## src/rtl/usbtrs_pkg.sv

```systemverilog
// Shared types and codes for the USB transfer request scheduler.
package usbtrs_pkg;

  // Operation codes
  localparam logic [2:0] OP_SUBMIT    = 3'd0;
  localparam logic [2:0] OP_CANCEL_ID = 3'd1;
  localparam logic [2:0] OP_CANCEL_EP = 3'd2;
  localparam logic [2:0] OP_COMPLETE  = 3'd3;
  localparam logic [2:0] OP_SCHEDULE  = 3'd4;
  localparam logic [2:0] OP_PURGE_ALL = 3'd5;
  localparam logic [2:0] OP_PURGE_NZ  = 3'd6;
  localparam logic [2:0] OP_FIND      = 3'd7;

  // Result kinds
  localparam logic [1:0] KIND_START  = 2'd0;
  localparam logic [1:0] KIND_ABORT  = 2'd1;
  localparam logic [1:0] KIND_NOTIFY = 2'd2;
  localparam logic [1:0] KIND_RESP   = 2'd3;

  // Response codes
  localparam logic [3:0] RC_OK        = 4'd0;
  localparam logic [3:0] RC_BAD_SIZE  = 4'd1;
  localparam logic [3:0] RC_NO_SLOT   = 4'd2;
  localparam logic [3:0] RC_NOT_FOUND = 4'd3;

  // Cancel status passed to the owner
  localparam logic [3:0] ST_CANCELLED = 4'd1;

  // Transfer kind: control
  localparam logic [1:0] EPK_CONTROL = 2'd0;

  // Busy bits kept by purge of non-zero endpoints
  localparam logic [31:0] EP0_MASK = 32'h0001_0001;

  // Legal endpoint 0 control packet sizes
  localparam logic [10:0] MPS_8  = 11'd8;
  localparam logic [10:0] MPS_16 = 11'd16;
  localparam logic [10:0] MPS_32 = 11'd32;
  localparam logic [10:0] MPS_64 = 11'd64;

  // Per-slot payload held in the slot memory
  typedef struct packed {
    logic [15:0] ident;
    logic [7:0]  ep;
    logic [1:0]  nbits;   // bit 0 notify enabled, bit 1 quiet on success
  } slot_t;

endpackage

```

## src/rtl/usbtrs_if.sv

```systemverilog
// Handshake channel interfaces for requests, results and configuration.
interface usbtrs_req_if;
  logic        valid;
  logic        ready;
  logic [2:0]  op;
  logic [7:0]  endpoint;
  logic [1:0]  ep_kind;
  logic [10:0] max_packet;
  logic [15:0] request_id;
  logic [3:0]  end_status;
  logic        notify_enabled;
  logic        quiet_success;
  modport source (output valid, op, endpoint, ep_kind, max_packet, request_id,
                  end_status, notify_enabled, quiet_success, input ready);
  modport sink (input valid, op, endpoint, ep_kind, max_packet, request_id,
                end_status, notify_enabled, quiet_success, output ready);
endinterface

interface usbtrs_rsp_if;
  logic        valid;
  logic        ready;
  logic [1:0]  kind;
  logic [15:0] req_id;
  logic [7:0]  ep_address;
  logic [3:0]  code;
  logic [3:0]  count;
  logic        last;
  modport source (output valid, kind, req_id, ep_address, code, count, last,
                  input ready);
  modport sink (input valid, kind, req_id, ep_address, code, count, last,
                output ready);
endinterface

interface usbtrs_cfg_if;
  logic valid;
  logic ready;
  logic data;
  modport source (output valid, data, input ready);
  modport sink (input valid, data, output ready);
endinterface

```

## src/rtl/usb_transfer_request_scheduler.sv

```systemverilog
// USB transfer request scheduler top level: queue sequencer over the slot memory.
//
//  channel | dir | beat
//  --------+-----+-----------------------------------------------------------
//  req     | in  | op, endpoint, ep_kind, max_packet, request_id, status, opts
//  rsp     | out | kind, req_id, ep_address, code, count, last
//  cfg     | in  | force_waiting bit, always ready
//
// One request at a time. Each queue walk runs a begin state, then for each node visited
// a memory read state and a check state, then an end state. A removed node adds a notify
// state, and an abort check state when it was active and the op is no purge. A started
// node adds an append state. Submit passes through the submit and response states.
// Queues are singly linked lists in the slot memory, terminated by tail pointer.
// Synchronous reset empties both queues, frees all slots and endpoints.
// The sequencer stalls while the result register is full and not taken.
module usb_transfer_request_scheduler #(
  parameter int SLOTS = 8
) (
  input  logic         clk,
  input  logic         rst,
  usbtrs_req_if.sink   req,
  usbtrs_rsp_if.source rsp,
  usbtrs_cfg_if.sink   cfg
);
  localparam int IW = $clog2(SLOTS);

  localparam logic [3:0] S_IDLE = 4'd0;
  localparam logic [3:0] S_SUB  = 4'd1;
  localparam logic [3:0] S_WBEG = 4'd2;
  localparam logic [3:0] S_RD   = 4'd3;
  localparam logic [3:0] S_CHK  = 4'd4;
  localparam logic [3:0] S_ABT  = 4'd5;
  localparam logic [3:0] S_NTF  = 4'd6;
  localparam logic [3:0] S_APP  = 4'd7;
  localparam logic [3:0] S_WEND = 4'd8;
  localparam logic [3:0] S_RESP = 4'd9;

  // control state
  logic [3:0]       state, state_next;
  logic             qsel, qsel_next;          // 0 active, 1 waiting
  logic [IW-1:0]    cur, cur_next;
  logic [IW-1:0]    prv, prv_next;
  logic [IW-1:0]    nxt, nxt_next;
  logic             cont_end, cont_end_next;
  logic [IW-1:0]    act_h, act_h_next, act_t, act_t_next;
  logic             act_e, act_e_next;
  logic [IW-1:0]    wt_h, wt_h_next, wt_t, wt_t_next;
  logic             wt_e, wt_e_next;
  logic [31:0]      busy, busy_next;
  logic [15:0]      idc, idc_next;
  logic [SLOTS-1:0] free, free_next;
  logic             fw;
  logic [3:0]       ncnt, ncnt_next;

  // captured request and response fields
  logic [2:0]  op_r, op_r_next;
  logic [7:0]  ep_r, ep_r_next;
  logic [1:0]  kind_r, kind_r_next;
  logic [10:0] mps_r, mps_r_next;
  logic [15:0] rid_r, rid_r_next;
  logic [3:0]  st_r, st_r_next;
  logic [1:0]  nb_r, nb_r_next;
  logic [15:0] r_id, r_id_next;
  logic [7:0]  r_ep, r_ep_next;
  logic [3:0]  r_code, r_code_next;

  // result register
  logic        ov;
  logic        em_v;
  logic [1:0]  em_kind;
  logic [15:0] em_id;
  logic [7:0]  em_ep;
  logic [3:0]  em_code;
  logic [3:0]  em_count;
  logic        em_last;

  // memory ports
  logic              d_we, l_we, rd_en;
  logic [IW-1:0]     d_addr, l_addr, l_wdata, rd_addr;
  usbtrs_pkg::slot_t d_wdata, rd_data;
  logic [IW-1:0]     rd_link;

  // helpers
  logic          go;
  logic [IW-1:0] q_h, q_t, alloc;
  logic          q_e, is_tail, hit, sched_walk, bad_size;
  logic [4:0]    node_bit, ep_bit;
  logic [3:0]    ntf_st;

  usbtrs_slot_mem #(.SLOTS(SLOTS)) u_mem (
    .clk     (clk),
    .d_we    (d_we),
    .d_addr  (d_addr),
    .d_wdata (d_wdata),
    .l_we    (l_we),
    .l_addr  (l_addr),
    .l_wdata (l_wdata),
    .rd_en   (rd_en),
    .rd_addr (rd_addr),
    .rd_data (rd_data),
    .rd_link (rd_link)
  );

  assign req.ready = (state == S_IDLE);
  assign cfg.ready = 1'b1;
  assign go = (state != S_IDLE) && (!ov || rsp.ready);

  // lowest free slot
  always_comb begin
    alloc = '0;
    for (int i = SLOTS - 1; i >= 0; i--) begin
      if (free[i]) alloc = IW'(i);
    end
  end

  assign q_h = qsel ? wt_h : act_h;
  assign q_t = qsel ? wt_t : act_t;
  assign q_e = qsel ? wt_e : act_e;
  assign is_tail = (cur == q_t);
  assign node_bit = {rd_data.ep[7], rd_data.ep[3:0]};
  assign ep_bit = {ep_r[7], ep_r[3:0]};
  assign sched_walk = (op_r == usbtrs_pkg::OP_SCHEDULE) ||
                      ((op_r == usbtrs_pkg::OP_COMPLETE) && qsel);
  assign ntf_st = ((op_r == usbtrs_pkg::OP_CANCEL_ID) || (op_r == usbtrs_pkg::OP_CANCEL_EP)) ?
                  usbtrs_pkg::ST_CANCELLED : st_r;
  assign bad_size = (kind_r == usbtrs_pkg::EPK_CONTROL) && (ep_r[3:0] == 4'd0) &&
                    !((mps_r == usbtrs_pkg::MPS_8) || (mps_r == usbtrs_pkg::MPS_16) ||
                      (mps_r == usbtrs_pkg::MPS_32) || (mps_r == usbtrs_pkg::MPS_64));

  // match rule of the current walk
  always_comb begin
    unique case (op_r)
      usbtrs_pkg::OP_CANCEL_ID: hit = (rd_data.ident == rid_r);
      usbtrs_pkg::OP_COMPLETE:  hit = qsel ? !busy[node_bit] : (rd_data.ident == rid_r);
      usbtrs_pkg::OP_CANCEL_EP: hit = (rd_data.ep == ep_r);
      usbtrs_pkg::OP_FIND:      hit = (rd_data.ep == ep_r);
      usbtrs_pkg::OP_SCHEDULE:  hit = !busy[node_bit];
      usbtrs_pkg::OP_PURGE_ALL: hit = 1'b1;
      usbtrs_pkg::OP_PURGE_NZ:  hit = (rd_data.ep[3:0] != 4'd0);
      default:                  hit = 1'b0;
    endcase
  end

  // sequencer
  always_comb begin
    state_next = state;   qsel_next = qsel;   cur_next = cur;   prv_next = prv;
    nxt_next = nxt;       cont_end_next = cont_end;
    act_h_next = act_h;   act_t_next = act_t; act_e_next = act_e;
    wt_h_next = wt_h;     wt_t_next = wt_t;   wt_e_next = wt_e;
    busy_next = busy;     idc_next = idc;     free_next = free; ncnt_next = ncnt;
    op_r_next = op_r;     ep_r_next = ep_r;   kind_r_next = kind_r; mps_r_next = mps_r;
    rid_r_next = rid_r;   st_r_next = st_r;   nb_r_next = nb_r;
    r_id_next = r_id;     r_ep_next = r_ep;   r_code_next = r_code;
    d_we = 1'b0; d_addr = alloc; d_wdata = '0;
    l_we = 1'b0; l_addr = '0;    l_wdata = '0;
    rd_en = 1'b0; rd_addr = cur;
    em_v = 1'b0; em_kind = usbtrs_pkg::KIND_RESP; em_id = '0; em_ep = '0;
    em_code = '0; em_count = '0; em_last = 1'b0;

    if (state == S_IDLE) begin
      if (req.valid) begin
        op_r_next = req.op;           ep_r_next = req.endpoint;
        kind_r_next = req.ep_kind;    mps_r_next = req.max_packet;
        rid_r_next = req.request_id;  st_r_next = req.end_status;
        nb_r_next = {req.quiet_success, req.notify_enabled};
        r_id_next = '0; r_ep_next = '0; r_code_next = usbtrs_pkg::RC_OK; ncnt_next = '0;
        qsel_next = 1'b0;
        unique case (req.op)
          usbtrs_pkg::OP_SUBMIT: state_next = S_SUB;
          usbtrs_pkg::OP_CANCEL_EP: begin
            qsel_next = !busy[{req.endpoint[7], req.endpoint[3:0]}];
            state_next = S_WBEG;
          end
          usbtrs_pkg::OP_SCHEDULE: begin
            qsel_next = 1'b1;
            state_next = fw ? S_RESP : S_WBEG;
          end
          default: state_next = S_WBEG;
        endcase
      end
    end else if (go) begin
      unique case (state)
        // allocate a slot and queue it, unless the size is bad or no slot is free
        S_SUB: begin
          state_next = S_RESP;
          r_ep_next = ep_r;
          if (bad_size) begin
            r_code_next = usbtrs_pkg::RC_BAD_SIZE;
          end else if (free == '0) begin
            r_code_next = usbtrs_pkg::RC_NO_SLOT;
          end else begin
            d_we = 1'b1;
            d_wdata = '{ident: idc, ep: ep_r, nbits: nb_r};
            free_next[alloc] = 1'b0;
            r_id_next = idc;
            idc_next = idc + 16'd1;
            if (!fw && !busy[ep_bit]) begin
              busy_next[ep_bit] = 1'b1;
              em_v = 1'b1; em_kind = usbtrs_pkg::KIND_START; em_id = idc; em_ep = ep_r;
              if (act_e) begin
                act_h_next = alloc; act_e_next = 1'b0;
              end else begin
                l_we = 1'b1; l_addr = act_t; l_wdata = alloc;
              end
              act_t_next = alloc;
            end else begin
              if (wt_e) begin
                wt_h_next = alloc; wt_e_next = 1'b0;
              end else begin
                l_we = 1'b1; l_addr = wt_t; l_wdata = alloc;
              end
              wt_t_next = alloc;
            end
          end
        end
        // start a walk of the selected queue
        S_WBEG: begin
          if (q_e) begin
            state_next = S_WEND;
          end else begin
            cur_next = q_h;
            state_next = S_RD;
          end
        end
        S_RD: begin
          rd_en = 1'b1;
          state_next = S_CHK;
        end
        // examine the node just read
        S_CHK: begin
          if (!hit) begin
            if (is_tail) begin
              state_next = S_WEND;
            end else begin
              prv_next = cur;
              cur_next = rd_link;
              state_next = S_RD;
            end
          end else if (op_r == usbtrs_pkg::OP_FIND) begin
            r_id_next = rd_data.ident; r_ep_next = ep_r;
            state_next = S_RESP;
          end else if (op_r == usbtrs_pkg::OP_PURGE_ALL) begin
            cont_end_next = is_tail; nxt_next = rd_link;
            state_next = S_NTF;
          end else begin
            // unlink the node
            if (q_h == q_t) begin
              cont_end_next = 1'b1;
              if (qsel) wt_e_next = 1'b1; else act_e_next = 1'b1;
            end else if (cur == q_h) begin
              cont_end_next = 1'b0; nxt_next = rd_link;
              if (qsel) wt_h_next = rd_link; else act_h_next = rd_link;
            end else if (is_tail) begin
              cont_end_next = 1'b1;
              if (qsel) wt_t_next = prv; else act_t_next = prv;
            end else begin
              cont_end_next = 1'b0; nxt_next = rd_link;
              l_we = 1'b1; l_addr = prv; l_wdata = rd_link;
            end
            if (sched_walk) begin
              busy_next[node_bit] = 1'b1;
              state_next = S_APP;
            end else begin
              free_next[cur] = 1'b1;
              if (op_r == usbtrs_pkg::OP_CANCEL_EP) ncnt_next = ncnt + 4'd1;
              if ((op_r == usbtrs_pkg::OP_CANCEL_ID) || (op_r == usbtrs_pkg::OP_COMPLETE)) begin
                r_id_next = rid_r; r_ep_next = rd_data.ep;
              end
              state_next = (!qsel && (op_r != usbtrs_pkg::OP_PURGE_NZ)) ? S_ABT : S_NTF;
            end
          end
        end
        // release a busy endpoint
        S_ABT: begin
          if (busy[node_bit]) begin
            busy_next[node_bit] = 1'b0;
            em_v = 1'b1; em_kind = usbtrs_pkg::KIND_ABORT;
            em_id = rd_data.ident; em_ep = rd_data.ep;
          end
          state_next = S_NTF;
        end
        // owner notification, then continue
        S_NTF: begin
          if (rd_data.nbits[0] && !(rd_data.nbits[1] && (ntf_st == 4'd0))) begin
            em_v = 1'b1; em_kind = usbtrs_pkg::KIND_NOTIFY;
            em_id = rd_data.ident; em_ep = rd_data.ep; em_code = ntf_st;
          end
          if (op_r == usbtrs_pkg::OP_CANCEL_ID) begin
            state_next = S_RESP;
          end else if (op_r == usbtrs_pkg::OP_COMPLETE) begin
            qsel_next = 1'b1;
            state_next = fw ? S_RESP : S_WBEG;
          end else if ((op_r == usbtrs_pkg::OP_CANCEL_EP) && !qsel) begin
            qsel_next = 1'b1;
            state_next = S_WBEG;
          end else if (cont_end) begin
            state_next = S_WEND;
          end else begin
            cur_next = nxt;
            state_next = S_RD;
          end
        end
        // move a started request onto the active queue
        S_APP: begin
          if (act_e) begin
            act_h_next = cur; act_e_next = 1'b0;
          end else begin
            l_we = 1'b1; l_addr = act_t; l_wdata = cur;
          end
          act_t_next = cur;
          em_v = 1'b1; em_kind = usbtrs_pkg::KIND_START;
          em_id = rd_data.ident; em_ep = rd_data.ep;
          if (cont_end) begin
            state_next = S_WEND;
          end else begin
            cur_next = nxt;
            state_next = S_RD;
          end
        end
        // end of a queue walk
        S_WEND: begin
          state_next = S_RESP;
          unique case (op_r)
            usbtrs_pkg::OP_CANCEL_ID: begin
              if (!qsel) begin
                qsel_next = 1'b1; state_next = S_WBEG;
              end else begin
                r_id_next = rid_r; r_code_next = usbtrs_pkg::RC_NOT_FOUND;
              end
            end
            usbtrs_pkg::OP_CANCEL_EP: begin
              if (!qsel) begin
                qsel_next = 1'b1; state_next = S_WBEG;
              end else begin
                r_ep_next = ep_r;
              end
            end
            usbtrs_pkg::OP_COMPLETE: begin
              if (!qsel) begin
                r_id_next = rid_r; r_code_next = usbtrs_pkg::RC_NOT_FOUND;
              end
            end
            usbtrs_pkg::OP_PURGE_ALL: begin
              if (!qsel) begin
                qsel_next = 1'b1; state_next = S_WBEG;
              end else begin
                act_e_next = 1'b1; wt_e_next = 1'b1;
                free_next = '1; busy_next = '0;
              end
            end
            usbtrs_pkg::OP_PURGE_NZ: begin
              if (!qsel) begin
                qsel_next = 1'b1; state_next = S_WBEG;
              end else begin
                busy_next = busy & usbtrs_pkg::EP0_MASK;
              end
            end
            usbtrs_pkg::OP_FIND: begin
              r_ep_next = ep_r; r_code_next = usbtrs_pkg::RC_NOT_FOUND;
            end
            default: state_next = S_RESP;
          endcase
        end
        S_RESP: begin
          em_v = 1'b1; em_kind = usbtrs_pkg::KIND_RESP; em_id = r_id; em_ep = r_ep;
          em_code = r_code; em_count = ncnt; em_last = 1'b1;
          state_next = S_IDLE;
        end
        default: state_next = S_IDLE;
      endcase
    end
  end

  // control registers
  always_ff @(posedge clk) begin
    if (rst) begin
      state <= S_IDLE;
      act_e <= 1'b1;
      wt_e  <= 1'b1;
      busy  <= '0;
      idc   <= '0;
      free  <= '1;
      fw    <= 1'b0;
      ov    <= 1'b0;
    end else begin
      state <= state_next;
      act_e <= act_e_next;
      wt_e  <= wt_e_next;
      busy  <= busy_next;
      idc   <= idc_next;
      free  <= free_next;
      if (cfg.valid) fw <= cfg.data;
      if (em_v) ov <= 1'b1;
      else if (rsp.ready) ov <= 1'b0;
    end
  end

  // walk and payload registers
  always_ff @(posedge clk) begin
    qsel <= qsel_next;   cur <= cur_next;     prv <= prv_next;
    nxt <= nxt_next;     cont_end <= cont_end_next;
    act_h <= act_h_next; act_t <= act_t_next;
    wt_h <= wt_h_next;   wt_t <= wt_t_next;   ncnt <= ncnt_next;
    op_r <= op_r_next;   ep_r <= ep_r_next;   kind_r <= kind_r_next;
    mps_r <= mps_r_next; rid_r <= rid_r_next; st_r <= st_r_next; nb_r <= nb_r_next;
    r_id <= r_id_next;   r_ep <= r_ep_next;   r_code <= r_code_next;
  end

  // result beat register
  always_ff @(posedge clk) begin
    if (em_v) begin
      rsp.kind <= em_kind;
      rsp.req_id <= em_id;
      rsp.ep_address <= em_ep;
      rsp.code <= em_code;
      rsp.count <= em_count;
      rsp.last <= em_last;
    end
  end

  assign rsp.valid = ov;
endmodule

```

## src/rtl/usbtrs_slot_mem.sv

```systemverilog
// Slot memory: payload array and link array, registered read.
module usbtrs_slot_mem #(
  parameter int SLOTS = 8
) (
  input  logic                      clk,
  input  logic                      d_we,
  input  logic [$clog2(SLOTS)-1:0]  d_addr,
  input  usbtrs_pkg::slot_t         d_wdata,
  input  logic                      l_we,
  input  logic [$clog2(SLOTS)-1:0]  l_addr,
  input  logic [$clog2(SLOTS)-1:0]  l_wdata,
  input  logic                      rd_en,
  input  logic [$clog2(SLOTS)-1:0]  rd_addr,
  output usbtrs_pkg::slot_t         rd_data,
  output logic [$clog2(SLOTS)-1:0]  rd_link
);
  localparam int IW = $clog2(SLOTS);

  usbtrs_pkg::slot_t data_mem [SLOTS];
  logic [IW-1:0]     link_mem [SLOTS];

  // payload port
  always_ff @(posedge clk) begin
    if (d_we) begin
      data_mem[d_addr] <= d_wdata;
    end
    if (rd_en) begin
      rd_data <= data_mem[rd_addr];
    end
  end

  // link port
  always_ff @(posedge clk) begin
    if (l_we) begin
      link_mem[l_addr] <= l_wdata;
    end
    if (rd_en) begin
      rd_link <= link_mem[rd_addr];
    end
  end
endmodule
```

## src/flat_wrapper.sv

```systemverilog
// flat-port wrapper written by rule: the top's interface ports become plain ports
module usb_transfer_request_scheduler_flat 
#(
  parameter int SLOTS = 8
)
  (clk, rst, req_valid, req_op, req_endpoint, req_ep_kind, req_max_packet, req_request_id, req_end_status, req_notify_enabled, req_quiet_success, req_ready, rsp_valid, rsp_kind, rsp_req_id, rsp_ep_address, rsp_code, rsp_count, rsp_last, rsp_ready, cfg_valid, cfg_data, cfg_ready);
  usbtrs_req_if req_i ();
  usbtrs_rsp_if rsp_i ();
  usbtrs_cfg_if cfg_i ();
  input  logic clk;
  input  logic rst;
  input wire logic [$bits(req_i.valid)-1:0] req_valid;
  input wire logic [$bits(req_i.op)-1:0] req_op;
  input wire logic [$bits(req_i.endpoint)-1:0] req_endpoint;
  input wire logic [$bits(req_i.ep_kind)-1:0] req_ep_kind;
  input wire logic [$bits(req_i.max_packet)-1:0] req_max_packet;
  input wire logic [$bits(req_i.request_id)-1:0] req_request_id;
  input wire logic [$bits(req_i.end_status)-1:0] req_end_status;
  input wire logic [$bits(req_i.notify_enabled)-1:0] req_notify_enabled;
  input wire logic [$bits(req_i.quiet_success)-1:0] req_quiet_success;
  output wire logic [$bits(req_i.ready)-1:0] req_ready;
  output wire logic [$bits(rsp_i.valid)-1:0] rsp_valid;
  output wire logic [$bits(rsp_i.kind)-1:0] rsp_kind;
  output wire logic [$bits(rsp_i.req_id)-1:0] rsp_req_id;
  output wire logic [$bits(rsp_i.ep_address)-1:0] rsp_ep_address;
  output wire logic [$bits(rsp_i.code)-1:0] rsp_code;
  output wire logic [$bits(rsp_i.count)-1:0] rsp_count;
  output wire logic [$bits(rsp_i.last)-1:0] rsp_last;
  input wire logic [$bits(rsp_i.ready)-1:0] rsp_ready;
  input wire logic [$bits(cfg_i.valid)-1:0] cfg_valid;
  input wire logic [$bits(cfg_i.data)-1:0] cfg_data;
  output wire logic [$bits(cfg_i.ready)-1:0] cfg_ready;
  assign req_i.valid = req_valid;
  assign req_i.op = req_op;
  assign req_i.endpoint = req_endpoint;
  assign req_i.ep_kind = req_ep_kind;
  assign req_i.max_packet = req_max_packet;
  assign req_i.request_id = req_request_id;
  assign req_i.end_status = req_end_status;
  assign req_i.notify_enabled = req_notify_enabled;
  assign req_i.quiet_success = req_quiet_success;
  assign req_ready = req_i.ready;
  assign rsp_valid = rsp_i.valid;
  assign rsp_kind = rsp_i.kind;
  assign rsp_req_id = rsp_i.req_id;
  assign rsp_ep_address = rsp_i.ep_address;
  assign rsp_code = rsp_i.code;
  assign rsp_count = rsp_i.count;
  assign rsp_last = rsp_i.last;
  assign rsp_i.ready = rsp_ready;
  assign cfg_i.valid = cfg_valid;
  assign cfg_i.data = cfg_data;
  assign cfg_ready = cfg_i.ready;
  usb_transfer_request_scheduler #(.SLOTS(SLOTS)) u_core (.clk(clk), .rst(rst), .req(req_i), .rsp(rsp_i), .cfg(cfg_i));
endmodule
```

## config.mk

```make
export PLATFORM = sky130hd
export DESIGN_NAME = usb_transfer_request_scheduler_flat
export DESIGN_NICKNAME = d
export VERILOG_FILES = /design/src/rtl/usbtrs_pkg.sv /design/src/rtl/usbtrs_if.sv /design/src/rtl/usb_transfer_request_scheduler.sv /design/src/rtl/usbtrs_slot_mem.sv /design/src/flat_wrapper.sv
export SDC_FILE = /design/constraint.sdc
export NUM_CORES = 1
export LEC_CHECK = 0
export ABC_AREA = 0
export BUFFER_PORTS_ARGS = -buffer_cell sky130_fd_sc_hd__buf_4
export CORE_ASPECT_RATIO = 0.7
export CORE_MARGIN = 2
export CORE_UTILIZATION = 46
export CTS_BUF_LIST = sky130_fd_sc_hd__clkbuf_16
export DETAILED_ROUTE_END_ITERATION = 8
export PLACE_DENSITY = 0.65
export SETUP_SLACK_MARGIN = 0.2
export SLEW_MARGIN = 20
export SYNTH_ARGS = -nofsm -noshare
export SYNTH_HDL_FRONTEND = slang
export SYNTH_HIERARCHICAL = 1
export SYNTH_SLANG_ARGS = --single-unit
```

## constraint.sdc

```tcl
create_clock -name clk -period 5.24 [get_ports clk]
set_clock_uncertainty 0.2 [all_clocks]
set_input_delay 1.572 -clock clk [delete_from_list [all_inputs] [get_ports clk]]
set_output_delay 1.572 -clock clk [all_outputs]
set_load 0.02 [all_outputs]
```

==> run_results.csv, run 1 <==
group,metric,value,unit
worst_hold_path,hold_path_class,"flip-flop to flip-flop",
detailed_routing,drt_pre_antenna_iters,7,
sta,rsz0062_at_grt,"no",
synth,syn_inst,1690,
synth,synthMuxAreaShare,0.1103,
cts,ctsHoldBuffers,0,
detailed_routing,vias,15890,
global_route,grt_pass1_vias,15080,
setup_path,crit_required,3470,ps
synth,yosys_warnings,6,
detailed_routing,drt_wl_total,63410,µm
sta,period_minus_slack,4578,ps
worst_hold_path,hold_start,"u_core/busy[0]",
setup_path,r2r-start,"u_core/u_mem/rd_data[2]",
sta,setup_viol_count_final,0,
floorplanning,start_util,0.4651,
place,gp_congestion,1.003,
cells_and_area,drive_above_1_share,0.2213,
worst_hold_path,min_path_cells,2,
setup_path,rr_worst_depth,9,
place,port_buffers,88,
cells_and_area,instances_no_fill,2415,
cts,htreeDepth,2,
synth,synth.top_cell.area_share,0.5347,
power_and_ir_drop,p_leak,8.361,nW
synth,yosys.area.top_type,"edfxtp_1",
synth,ys_ff_latch,459,
setup_path,cp_data_arrival_time,2810,ps
global_route,grt_max_degree,61,
detailed_routing,ant_nets,0,
sta,slew_viol_final,0,
floorplanning,die-area,50030,µm²
setup_path,end_kind,"output port",
cts,clk_pin_slew,60,ps
synth,synth-xor-area-share,0.01856,
power_and_ir_drop,peakVddDrop,0.2972,mV
setup_path,worstSetupPathType,"flip-flop to output port",
synth,async_flop_share,0,
synth,synth-edff-count,395,
setup_path,slowest_delay,820,ps
setup_path,cp_max_fo,41,
outcome,outcome,"completed",
detailed_routing,drc,0,
synth,synthSimpleGateAreaFrac,0.1283,
detailed_routing,drt_iter0_markers,2577,
sta,min_period_over_period,0.8737,
global_route,grt_antenna_before_repair,3,
floorplanning,core.rowCount,67,
cts,cts_tree,"built",
cts,cts_sinks,459,
cts,clockRootBuffer,"clkbuf_16",
synth,synth-compound-area-share,0.1168,
cts,cts_buffers,46,
sta,setup_ws,661.7,ps
cells_and_area,n_antenna_cell,0,
run,max_cap_viol_count,0,
sta,timing.fmax,218.4,MHz
cts,cts_setup_buffers,0,
synth,syn_area_per_cell,13.13,µm²
synth,ys_seq_area_frac,0.5924,
floorplanning,die_y,187.7,µm
cts,cts_resized,0,
cells_and_area,areaGrowthSynthToFinish,13.26,%
floorplanning,pin_count,90,
sta,relSlewSlack,0.2507,
detailed_routing,wl_per_cell,26.26,µm
setup_path,path_common_cell,"buf_4",
synth,synth_fp_nets,1744,
global_route,grt_usage,0.2515,
global_route,grt.overflow.total,0,
setup_path,startpoint,"u_core/state[1]",
place,pre_cts_ws,858.3,ps
place,place_hpwl,41510,µm
detailed_routing,via_per_inst,6.578,
synth,yosys_most_used_dff,"edfxtp_1",
setup_path,cp_cell_sequence,"buf_4 -> nor4_2 -> buf_4 -> buf_4",
cells_and_area,finalNetCount,1810,
cts,clk_path_buf_depth,3,
place,dp_cells,2329,
power_and_ir_drop,p_total,10.75,mW
sta,final_hold_viol_count,0,
floorplanning,die_x,266.5,µm
power_and_ir_drop,p_per_area,427.7,nW/µm²
place,place_area,23560,µm²
cells_and_area,fin_area,25130,µm²
synth,ys_types,92,
sta,finalSetupTns,0,ps
floorplanning,core_area,47700,µm²
sta,worst_pin_slew,1124,ps
global_route,grt_pass1_wl,95860,µm
synth,syn-cell-area,22190,µm²
cts,clock_latency,580,ps
synth,synth_top_family_by_area,"simple AND/OR/NAND/NOR gates",
synth,synth_area_leaders,"edfxtp_1 53%, mux4_2 6.3%, dfxtp_1 5.8%, nand2_1 2.5%, nand4_1 2.0%",
setup_path,cp_slowest_cell,"nor4_2",
setup_path,critPathLaunchType,"flip-flop",
synth,synthAdderAreaFrac,0.001128,
[cells in the mapped netlist (6+ instances only)]
cell         n
edfxtp_1   395
nand2_1    148
nor2_1     106
clkbuf_1    88
nand4_1     70
dfxtp_1     64
mux4_2      62
nor3_1      61
a21oi_1     52
o21ai_0     47
xnor2_1     44
a221oi_1    37
a22oi_1     33
and2_1      33
o211ai_2    31
mux2_2      30
nand3_1     28
inv_1       25
o2bb2ai_1   24
mux2i_1     21
nand2b_1    20
nor4_1      19
buf_2       17
a222oi_1    16
and3_1      14
mux4_1      13
buf_1       12
a31oi_1     11
mux2_4      10
nor2b_1     10
o31ai_1      9
a32oi_1      7
o21ai_1      7
o22ai_1      7
a211oi_1     6
[cell type report]
class / count / area (µm²)
fillers: 3918 / 22570
flip-flops and latches: 459 / 13140
multi-input cells: 1074 / 8427
clock buffers: 46 / 1151
repair buffers: 149 / 1119
well taps: 621 / 777.0
clock inverters: 40 / 412.9
inverters: 26 / 97.59
[critical path, delay by kind of cell (launching register included)]
kind | cells | cell delay [ps]
simple gates | 1 | 820
buf+inv | 3 | 900
flops | 1 | 500
[logic make-up (layout without fill, tap and decap cells)]
kind of cell | Yosys count | in the layout
AO/OA/AOI/OAI | 333 | 333
XOR/XNOR | 47 | 47
adder cells (fa/ha/maj) | 2 | 2
buffers and inverters | 157 | 261
flip-flops | 459 | 459
multiplexers | 137 | 137
other | 1 | 1
AND/OR/NAND/NOR | 554 | 554
[flip-flops by register name, summed over array words and instances (netlist names), 8 cells and up]
| name | cells |
|---|---|
| u_core/free | 8 |
| u_core/u_mem/rd_data | 26 |
| u_core/u_mem/link_mem | 24 |
| u_core/idc | 16 |
| u_core/mps_r | 11 |
| u_core/u_mem/data_mem | 208 |
| u_core/ep_r | 8 |
| u_core/r_ep | 8 |
| u_core/rsp.ep_address | 8 |
| u_core/r_id | 16 |
| u_core/rsp.req_id | 16 |
| u_core/rid_r | 16 |
| u_core/busy | 32 |
[final timing paths]
path                                                     to  slack [ps]
worst max-delay path                              req_ready         660
worst min-delay path                         u_core/busy[0]         330
worst max register to register  u_core/u_mem/link_mem[7][1]         830
worst min register to register               u_core/busy[0]         330
[report_power, final]
part           switching, mW  internal [mW]  total, mW
Clock                   1.45           1.97       3.41
Combinational           1.71          0.795       2.50
Sequential             0.340           4.49       4.83
Total                   3.49           7.25       10.7
[metrics by stage]
step                hold WS [ps]    util
floorplan                  272.3       -
global placement           306.9  0.4939
detailed placement         312.6  0.4939
CTS                        320.7  0.5267
global route               372.4  0.5268
finish                     329.6  0.5268
[routing by layer]
layer | GRT usage | wire (µm)
met1 | 0.4091 | 28570
met2 | 0.3322 | 25290
met3 | 0.06041 | 8175
met4 | 0.05985 | 1369
met5 | 0 | 0
[placed cells by master, fill, tap and decap left out, types with 20 or more instances in the layout]
cell type	n
nand2_1	148
edfxtp_1	395
clkbuf_16	46
o21ai_0	47
xnor2_1	44
a22oi_1	33
inv_1	32
mux2i_1	21
nor3_1	58
nor2_1	97
o2bb2ai_1	24
a221oi_1	37
mux2_2	30
dfxtp_1	63
nand3_1	28
nand4_1	70
a21oi_1	51
nand2b_1	20
and2_1	32
mux4_2	62
buf_4	149
o211ai_2	31
(Power assumes the default switching activity.)
==> inputs of run 2 (changes only) <==
Settings changed: CTS_BUF_LIST sky130_fd_sc_hd__clkbuf_16 to sky130_fd_sc_hd__clkbuf_4.
==> run_results.csv, run 2 (synthesized netlist as in run 1, its figures left out) <==
group,metric,value,unit
global_route,grt_usage,0.2567,
floorplanning,core.rowCount,67,
global_route,grt_pass1_vias,15560,
sta,min_period_over_period,0.9263,
power_and_ir_drop,p_leak,8.398,nW
cells_and_area,final_cell_mix,"395 x edfxtp_1, 160 x clkbuf_4, 149 x buf_4, 148 x nand2_1, 97 x nor2_1",
cells_and_area,largest_reg_flops,208,
setup_path,crit_required,3470,ps
sta,period_minus_slack,4854,ps
floorplanning,core_area,47700,µm²
detailed_routing,drt_wl_total,63690,µm
sta,final_hold_viol_count,0,
power_and_ir_drop,p_per_area,408.7,nW/µm²
power_and_ir_drop,peakVddDrop,0.1999,mV
sta,worst_pin_slew,1130,ps
worst_hold_path,hold_path_class,"flip-flop to flip-flop",
setup_path,end_kind,"output port",
place,port_buffers,88,
outcome,outcome,"completed",
run,max_cap_viol_count,0,
place,place_hpwl,41510,µm
global_route,grt.overflow.total,0,
power_and_ir_drop,pwr-share-comb,0.244,
cells_and_area,final_common_cell,"edfxtp_1",
setup_path,r2r_setup_slack,870,ps
floorplanning,die-area,50030,µm²
power_and_ir_drop,internal-power,6.700,mW
detailed_routing,drt-met1-wl,28190,µm
place,place_area,23560,µm²
cts,ctsHoldBuffers,0,
detailed_routing,drc,0,
sta,slew_viol_final,0,
power_and_ir_drop,p_sw_frac,0.3435,
power_and_ir_drop,power_switching,3.506,mW
setup_path,worstSetupPathType,"flip-flop to output port",
place,pre_cts_ws,858.3,ps
detailed_routing,ant_nets,0,
detailed_routing,via_per_inst,6.383,
cts,cts_setup_buffers,0,
cells_and_area,top_regs,"u_core/u_mem/data_mem x208, u_core/busy x32, u_core/u_mem/rd_data x26",
detailed_routing,wl_per_cell,25.09,µm
cts,htreeDepth,3,
cts,clk_pin_slew,70,ps
sta,setup_viol_count_final,0,
global_route,grt_antenna_before_repair,6,
cts,clockRootBuffer,"clkbuf_4",
setup_path,cp_max_fo,41,
power_and_ir_drop,clkPwrFrac,0.283,
sta,timing.fmax,206.0,MHz
detailed_routing,vias,16210,
detailed_routing,drt_iter0_markers,2745,
cells_and_area,finalNetCount,1873,
cts,cts_tree,"built",
detailed_routing,wl_met3,8856,µm
setup_path,critPathLaunchType,"flip-flop",
cts,clock_latency,910,ps
cells_and_area,areaGrowthSynthToFinish,12.57,%
global_route,grt_max_degree,61,
setup_path,cp_data_arrival_time,3080,ps
sta,rsz0062_at_grt,"no",
cts,cts_sinks,459,
cells_and_area,drive_above_1_share,0.2585,
sta,setup_ws,386.3,ps
place,gp_congestion,1.003,
detailed_routing,top_layer_used,"met4",
sta,relSlewSlack,0.2464,
power_and_ir_drop,seqPwrFrac,0.473,
floorplanning,die_x,266.5,µm
cts,cts_resized,0,
floorplanning,pin_count,90,
cells_and_area,fin_area,24970,µm²
cts,clk_path_buf_depth,3,
cells_and_area,fin_util,0.5236,
global_route,grt_pass1_wl,97110,µm
cts,cts_buffers,109,
sta,finalSetupTns,0,ps
floorplanning,die_y,187.7,µm
floorplanning,start_util,0.4651,
detailed_routing,drt_pre_antenna_iters,9,
detailed_routing,wl_met2,25340,µm
cells_and_area,regMostFlops,"u_core/u_mem/data_mem",
sta,hold_ws,323.6,ps
run 2: final cells by class:
class                      instances  area (µm²)
multi-input combinational       1074        8421
tap                              621       777.0
antenna                            7       17.52
clock inverter                    43       197.7
inverter                          26       97.59
timing repair buffer             149        1119
fill                            4007       22730
clock buffer                     160        1201
sequential                       459       13140
run 2: critical path, cell delays in order (launching register included):
cell and delay, ps:
dfxtp_2 500, buf_4 360, nor4_2 830, buf_4 350, buf_4 180
run 2: power by group through the flow:
stage	sequential, mW	combinational (mW)	clock [mW]
4_1_cts	4.81	2.43	2.98
3_3_place_gp	4.87	2.39	0
6_report	4.83	2.49	2.89
2_1_floorplan	4.73	1.67	0
5_1_grt	4.86	2.65	3.18
3_5_place_dp	4.89	2.42	0
run 2: worst paths after layout:
check,cells past startpoint,from,endpoint
max,4,u_core/state[1],req_ready
min,2,u_core/busy[0],u_core/busy[0]
max reg2reg,9,u_core/u_mem/rd_data[2],u_core/u_mem/link_mem[7][0]
min reg2reg,2,u_core/busy[0],u_core/busy[0]
run 2: layer usage:
layer,global-route usage,up-vias
met2,0.3346,1143
li1,-,7036
met5,0,-
met4,0.07131,0
met3,0.07722,127
met1,0.4070,7900
run 2: metrics by stage:
step           total power, mW  std cells
2_1_floorplan            6.402       1690
3_3_place_gp             7.267       2329
3_5_place_dp             7.306       2329
4_1_cts                  10.21       2532
5_1_grt                  10.69       2539
6_report                 10.21       2539
